==> config.mk <==
export PLATFORM = sky130hd
export DESIGN_NAME = double_ended_priority_queue_unit
export DESIGN_NICKNAME = d
export VERILOG_FILES = /design/src/rtl/depq_pkg.sv /design/src/rtl/depq_datapath.sv /design/src/rtl/depq_ctrl.sv /design/src/rtl/double_ended_priority_queue_unit.sv
export SDC_FILE = /design/constraint.sdc
export NUM_CORES = 2
export LEC_CHECK = 0
export ABC_AREA = 1
export ABC_CLOCK_PERIOD_IN_PS = 9400
export BUFFER_PORTS_ARGS = -buffer_cell sky130_fd_sc_hd__clkbuf_2
export CAP_MARGIN = 20
export CORE_ASPECT_RATIO = 1.25
export CORE_MARGIN = 8
export CORE_UTILIZATION = 39
export CTS_BUF_LIST = sky130_fd_sc_hd__clkbuf_4
export CTS_CLUSTER_DIAMETER = 50
export DETAILED_ROUTE_END_ITERATION = 7
export HOLD_SLACK_MARGIN = 0.15
export PLACE_DENSITY = 0.6
export SLEW_MARGIN = 10
export SYNTH_ARGS = -nofsm -noshare
export SYNTH_HDL_FRONTEND = slang
export SYNTH_HIERARCHICAL = 1
export SYNTH_SLANG_ARGS = --single-unit
==> constraint.sdc <==
create_clock -name clk -period 9.4 [get_ports clk]
set_input_delay 0.47 -clock clk [delete_from_list [all_inputs] [get_ports clk]]
set_output_delay 0.47 -clock clk [all_outputs]
set_load 0.03 [all_outputs]
==> src/rtl/depq_pkg.sv <==
`default_nettype none
package depq_pkg;
  localparam int CAPACITY_DEF = 64;
  localparam int CountW = 7;

  localparam logic [2:0] OP_INSERT = 3'd0;
  localparam logic [2:0] OP_EXTRACT_MIN = 3'd1;
  localparam logic [2:0] OP_GET_MIN = 3'd2;
  localparam logic [2:0] OP_EXTRACT_MAX = 3'd3;
  localparam logic [2:0] OP_GET_MAX = 3'd4;
  localparam logic [2:0] OP_SIZE = 3'd5;
  localparam logic [2:0] OP_CLEAR = 3'd6;

  localparam logic [1:0] ST_OK = 2'd0;
  localparam logic [1:0] ST_EMPTY = 2'd1;
  localparam logic [1:0] ST_FULL = 2'd2;

  // datapath commands
  localparam logic [2:0] DP_NONE = 3'd0;
  localparam logic [2:0] DP_LOAD = 3'd1;   // capture operand, set up search
  localparam logic [2:0] DP_SHIFT = 3'd2;  // one insert shift step
  localparam logic [2:0] DP_PLACE = 3'd3;  // write key at position
  localparam logic [2:0] DP_SHDOWN = 3'd4; // one extract-min shift step
  localparam logic [2:0] DP_RDMAX = 3'd5;  // read top entry
  localparam logic [2:0] DP_RDMIN = 3'd6;  // prefetch entry 1, position to bottom

  typedef struct packed {
    logic [2:0] op;
  } dp_cmd_t;

  typedef struct packed {
    logic ins_done;   // insert search reached its slot
    logic sh_done;    // extract-min shift reached the end
  } dp_stat_t;
endpackage
`default_nettype wire

==> src/rtl/depq_datapath.sv <==
`default_nettype none
module depq_datapath #(
  parameter int CAPACITY = depq_pkg::CAPACITY_DEF,
  parameter int IdxW = $clog2(CAPACITY + 1)
) (
  input  wire logic clk,
  input  wire depq_pkg::dp_cmd_t cmd,
  input  wire logic [31:0] operand,
  input  wire logic [IdxW-1:0] count,
  output depq_pkg::dp_stat_t stat,
  output logic [31:0] rd_value
);
  import depq_pkg::*;
  localparam int AW = $clog2(CAPACITY);

  logic [31:0] mem [CAPACITY];
  logic [31:0] key;
  logic [IdxW-1:0] pos;
  logic [31:0] rd_q;
  logic [AW-1:0] rd_addr;
  logic [AW-1:0] pos_a;

  assign pos_a = pos[AW-1:0];

  // read address presented in the cycle before rd_q is used
  always_comb begin
    case (cmd.op)
      DP_LOAD: rd_addr = AW'(count - IdxW'(1));
      DP_SHIFT: rd_addr = AW'(pos - IdxW'(2));
      DP_SHDOWN: rd_addr = AW'(pos + IdxW'(2));
      DP_RDMAX: rd_addr = AW'(count - IdxW'(1));
      DP_RDMIN: rd_addr = AW'(1);
      default: rd_addr = '0;
    endcase
  end

  always_ff @(posedge clk) begin
    rd_q <= mem[rd_addr];
    case (cmd.op)
      DP_SHIFT: mem[pos_a] <= rd_q;
      DP_PLACE: mem[pos_a] <= key;
      DP_SHDOWN: mem[pos_a] <= rd_q;
      default: ;
    endcase
  end

  always_ff @(posedge clk) begin
    case (cmd.op)
      DP_LOAD: begin
        key <= operand ^ 32'h8000_0000;
        pos <= count;
      end
      DP_SHIFT: pos <= pos - IdxW'(1);
      DP_SHDOWN: pos <= pos + IdxW'(1);
      DP_RDMAX: pos <= '0;
      DP_RDMIN: pos <= '0;
      default: ;
    endcase
  end

  // rd_q holds mem[pos-1] during insert search, mem[pos+1] during shift down
  assign stat.ins_done = (pos == '0) || !(rd_q > key);
  assign stat.sh_done = (pos + IdxW'(1) >= count);
  assign rd_value = rd_q;
endmodule
`default_nettype wire

==> src/rtl/depq_ctrl.sv <==
`default_nettype none
module depq_ctrl #(
  parameter int CAPACITY = depq_pkg::CAPACITY_DEF,
  parameter int IdxW = $clog2(CAPACITY + 1)
) (
  input  wire logic clk,
  input  wire logic rst,
  input  wire logic in_valid,
  output logic in_ready,
  input  wire logic [2:0] opcode,
  output logic out_valid,
  input  wire logic out_ready,
  output logic [1:0] status,
  output logic [31:0] result_value,
  output logic [IdxW-1:0] count,
  output depq_pkg::dp_cmd_t cmd,
  input  wire depq_pkg::dp_stat_t stat,
  input  wire logic [31:0] rd_value
);
  import depq_pkg::*;

  localparam logic [2:0] S_IDLE = 3'd0;
  localparam logic [2:0] S_INS = 3'd1;
  localparam logic [2:0] S_SHD = 3'd3;
  localparam logic [2:0] S_MAXRD = 3'd4;
  localparam logic [2:0] S_OUT = 3'd5;
  localparam logic [2:0] S_MIN0 = 3'd6;

  logic [2:0] state;
  logic [2:0] op;
  logic accept;

  assign in_ready = (state == S_IDLE) && (!out_valid || out_ready);
  assign accept = in_valid && in_ready;

  always_comb begin
    cmd.op = DP_NONE;
    case (state)
      S_IDLE: if (accept && opcode == OP_INSERT) cmd.op = DP_LOAD;
              else if (accept && (opcode == OP_GET_MAX || opcode == OP_EXTRACT_MAX))
                cmd.op = DP_RDMAX;
      S_INS: cmd.op = stat.ins_done ? DP_PLACE : DP_SHIFT;
      S_MIN0: cmd.op = DP_RDMIN;
      S_SHD: if (!stat.sh_done) cmd.op = DP_SHDOWN;
      default: ;
    endcase
  end

  // min read: address 0 is presented at accept (DP_NONE reads mem[0])
  always_ff @(posedge clk) begin
    if (rst) begin
      state <= S_IDLE;
      out_valid <= 1'b0;
      count <= '0;
    end else begin
      if (out_valid && out_ready) out_valid <= 1'b0;
      case (state)
        S_IDLE: if (accept) begin
          op <= opcode;
          status <= ST_OK;
          result_value <= '0;
          case (opcode)
            OP_INSERT:
              if (count >= IdxW'(CAPACITY)) begin
                status <= ST_FULL;
                state <= S_OUT;
              end else state <= S_INS;
            OP_EXTRACT_MIN, OP_GET_MIN, OP_EXTRACT_MAX, OP_GET_MAX:
              if (count == '0) begin
                status <= ST_EMPTY;
                state <= S_OUT;
              end else if (opcode == OP_EXTRACT_MIN || opcode == OP_GET_MIN)
                state <= S_MIN0;
              else state <= S_MAXRD;
            OP_CLEAR: begin
              count <= '0;
              state <= S_OUT;
            end
            default: state <= S_OUT;
          endcase
        end
        S_INS: if (stat.ins_done) begin
          count <= count + IdxW'(1);
          state <= S_OUT;
        end
        S_MIN0: begin
          result_value <= rd_value ^ 32'h8000_0000;
          state <= (op == OP_EXTRACT_MIN) ? S_SHD : S_OUT;
        end
        S_SHD: if (stat.sh_done) begin
          count <= count - IdxW'(1);
          state <= S_OUT;
        end
        S_MAXRD: begin
          result_value <= rd_value ^ 32'h8000_0000;
          if (op == OP_EXTRACT_MAX) count <= count - IdxW'(1);
          state <= S_OUT;
        end
        S_OUT: begin
          out_valid <= 1'b1;
          state <= S_IDLE;
        end
        default: state <= S_IDLE;
      endcase
    end
  end
endmodule
`default_nettype wire

==> src/rtl/double_ended_priority_queue_unit.sv <==
`default_nettype none
// Double-ended priority queue over signed 32-bit words, up to CAPACITY entries kept
// ascending in one single-port-write RAM. Size, clear, the unused opcode and every empty
// or full result go straight to the result state; min and max reads and max removal
// take one RAM read; min removal then moves every later entry down one slot and insert
// moves every larger entry up one slot before placing the key, one RAM move per cycle.
// One command is in flight at a time; a waiting result does not block acceptance
// beyond being taken. Reset needs no clearing pass.
module double_ended_priority_queue_unit #(
  parameter int CAPACITY = depq_pkg::CAPACITY_DEF
) (
  input  wire logic clk,
  input  wire logic rst,
  input  wire logic s_tvalid,
  output logic s_tready,
  input  wire logic [39:0] s_tdata,   // opcode[2:0], operand_value[34:3], zero pad
  output logic m_tvalid,
  input  wire logic m_tready,
  output logic [47:0] m_tdata         // status[1:0], result_value[33:2], entry_count[40:34]
);
  import depq_pkg::*;
  localparam int IdxW = $clog2(CAPACITY + 1);

  dp_cmd_t cmd;
  dp_stat_t stat;
  logic [31:0] rd_value;
  logic [IdxW-1:0] count;
  logic [1:0] status;
  logic [31:0] result_value;

  depq_datapath #(.CAPACITY(CAPACITY), .IdxW(IdxW)) u_dp (
    .clk(clk), .cmd(cmd), .operand(s_tdata[34:3]), .count(count),
    .stat(stat), .rd_value(rd_value)
  );

  depq_ctrl #(.CAPACITY(CAPACITY), .IdxW(IdxW)) u_ctrl (
    .clk(clk), .rst(rst), .in_valid(s_tvalid), .in_ready(s_tready),
    .opcode(s_tdata[2:0]), .out_valid(m_tvalid), .out_ready(m_tready),
    .status(status), .result_value(result_value), .count(count),
    .cmd(cmd), .stat(stat), .rd_value(rd_value)
  );

  assign m_tdata = {7'd0, CountW'(count), result_value, status};

  a_cnt_cap: assert property (@(posedge clk) disable iff (rst)
    count <= IdxW'(CAPACITY)) else $error("count over capacity");
  a_one: assert property (@(posedge clk) disable iff (rst)
    (s_tvalid && s_tready) |=> !s_tready) else $error("second word accepted");
  a_empty: assert property (@(posedge clk) disable iff (rst)
    (m_tvalid && m_tdata[1:0] == ST_EMPTY) |-> m_tdata[33:2] == 32'd0)
    else $error("empty result nonzero");
endmodule
`default_nettype wire
==> flow_summary.toml <==
[setup_path]
reg2reg_depth = 26
required_ns = 10.67
cpPeakStageDelay_ns = 0.99
crit_buf_inv = 5
crit_family = "simple AND/OR/NAND/NOR gates"
critPathMaxFanout = 114
path_depth = 26
slowest_stage = "inv_8"
cpMostUsedCell = "nand2_1"
critPathKind = "register to register"
critPathCaptureType = "register"
cp.arrival_ns = 8.75
cp-start-kind = "register"

[sta]
setup_tns_ns = 0
period_share = 0.795
tightestPinTransition_ns = 1.11
slew_headroom = 0.259
fmax_mhz = 134
worst_hold_slack_ns = 0.311
maxSlewViolCount = 0
min_period_ns = 7.48
skew_ns = 0.100
hold_violations = 0
rsz0062_at_grt = "false"
setup_viol = 0

[clock_tree]
cts.htree.levels = 6
cts_setup_buffers = 0
cts_buffer_depth = 4
clock_sinks = 2167
cts_resized = 0
cts_tree = "built"
cts_hold_buf = 78
clk_latency_ns = 1.40
cts-root-buf = "clkbuf_4"
path_clk_slew_ns = 0.07
cts_buffers = 577

[floorplan]
rows = 204
io-pin-count = 94
die_area_um2 = 263000
core_um2 = 246000
die_w_um = 460
start_util = 0.391
fp.dieH_um = 571

[place]
gp_congestion = 0.875
numPortBuffers = 81
hpwl_um = 140000

[drt]
drt_iter0_drc = 6511
firstDrtPassIters = 8
drc = 0
via_per_inst = 5.23
wire_per_inst_um = 22.0
drt_wl_total_um = 286000
vias = 67900
ant_nets = 0

[synth]
synth_warnings = 6
yosysSeqAreaShare = 0.672
synth.avg_cell_area_um2 = 10.7
synth_top_area_share = 0.663
synth_cell_types = 42
yosysTopAreaCell = "edfxtp_1"
synth_area_leaders = "edfxtp_1 (66%), nand3_1 (11%), nand2_1 (6.5%)"
synth_edf_count = 2124
syn-instance-count = 8963
async_reset_ff_frac = 0
yosys_most_used_dff = "edfxtp_1"
mappedNetlistArea_um2 = 96200
ys_seq_elements = 2167

[grt]
antenna_found_initial = 13
grt_use_total = 0.211
grt_pass1_vias = 66800
gr-total-overflow = 0
grt_first_pass_wirelength_um = 417000
grt_max_degree = 187

[finish]
num-nets-final = 9418
fillers = 22800
multi_input_area_um2 = 23700
final-seq-area_um2 = 64600
drive_gt1_frac = 0.126
areaGrowthSynthToFinish_pct = 12.1

[hold_path]
min_path_cells = 8
hold_class = "input port to register"

[job]
maxCapViolCount = 0

[status]
status = "finished, final reports clean"
flip-flops by register name (all words and copies together), names as in the netlist:
signal               flops
u_ctrl/count             7
u_ctrl/op                3
u_ctrl/out_valid         1
u_ctrl/result_value     32
u_ctrl/state             3
u_ctrl/status            2
u_dp/key                32
u_dp/mem              2048
u_dp/pos                 7
u_dp/rd_value           32
final timing paths:
check / start / slack (ns) / to
setup / recovery: u_dp/pos[0]$_DFFE_PP_ / 1.92 / u_dp/rd_value[30]$_DFF_P_
hold / removal: s_tdata[2] / 0.31 / u_ctrl/count[5]$_SDFFE_PP0P_
setup reg to reg: u_dp/pos[0]$_DFFE_PP_ / 1.92 / u_dp/rd_value[30]$_DFF_P_
hold reg to reg: u_dp/rd_value[31]$_DFF_P_ / 0.58 / u_ctrl/result_value[31]$_SDFFCE_PP0P_
Yosys cell counts (all sizes together), types with 2 or more instances:
library cell and number:
nand3 2144, edfxtp 2124, nand2 1678, inv 1590, nand3b 512, buf 439, nor2 137, clkbuf 102
ha 52, o21ai 49, dfxtp 43, a21oi 37, nor3 16, nand4 7, a211oi 6, o211ai 4
a21boi 3, xnor2 3, xor2 3, a31oi 2, fa 2
metal layers:
metal,wire [µm],global-route usage,up-vias,part of all wire
li1,-,-,31100,-
met1,107000,0.251,33100,0.37
met2,138000,0.356,3003,0.48
met3,22900,0.0395,748,0.080
met4,17500,0.129,10,0.061
met5,63,0,-,0.00022
cell usage in the layout, fill, tap and decap left out, types with 38 or more instances in the layout:
| cell type | netlist | layout |
|---|---|---|
| buf_4 | 45 | 130 |
| clkbuf_2 | 0 | 81 |
| clkbuf_4 | 0 | 851 |
| clkinv_1 | 1 | 80 |
| dfxtp_1 | 43 | 43 |
| dlygate4sd3_1 | 0 | 78 |
| edfxtp_1 | 2124 | 2124 |
| ha_1 | 52 | 52 |
| inv_1 | 1577 | 1558 |
| nand2_1 | 1672 | 1668 |
| nand3_1 | 2141 | 2141 |
| nand3b_1 | 512 | 512 |
| nor2_1 | 132 | 95 |
| nor2_4 | 1 | 38 |
cell families (layout without fill, tap and decap cells):
kind of cell	count (synthesis)	count (layout)	synth area share
AO/OA/AOI/OAI	106	106	0.00617
XOR/XNOR	6	6	0.000546
adder cells (fa/ha/maj)	54	54	0.00718
buffers and inverters	2132	2838	0.0897
flip-flops	2167	2167	0.672
other	1	16	0.0000390
AND/OR/NAND/NOR	4497	4497	0.224
through the flow:
step,instances,util,cell area [µm²],setup slack (ns)
3_5_place_dp,12000,0.407,100000,2.14
2_1_floorplan,8969,-,96200,3.40
5_1_grt,13000,0.438,108000,1.59
6_report,13000,0.438,108000,1.92
3_3_place_gp,12000,0.407,100000,2.15
4_1_cts,13000,0.438,108000,2.08
final cells by class:
cell class / count / share of cell area
Antenna cell: 9 / 0.000209
Clock buffer: 851 / 0.0592
Clock inverter: 83 / 0.00346
Inverter: 1591 / 0.0556
Multi-Input combinational cell: 4670 / 0.219
Sequential cell: 2167 / 0.599
Tap cell: 3296 / 0.0382
Timing Repair Buffer: 313 / 0.0246
tightest hold or removal path: cells and delay by family:
family | cells | cell delay [ns]
AOI/OAI and AO/OA | 1 | 0.05
buffers and inverters | 2 | 0.67
and+or+nand+nor | 5 | 0.44
Power is left out: the tool's default activity adds up to more than one toggle a clock period on the data nets, which glitch-free logic cannot reach.
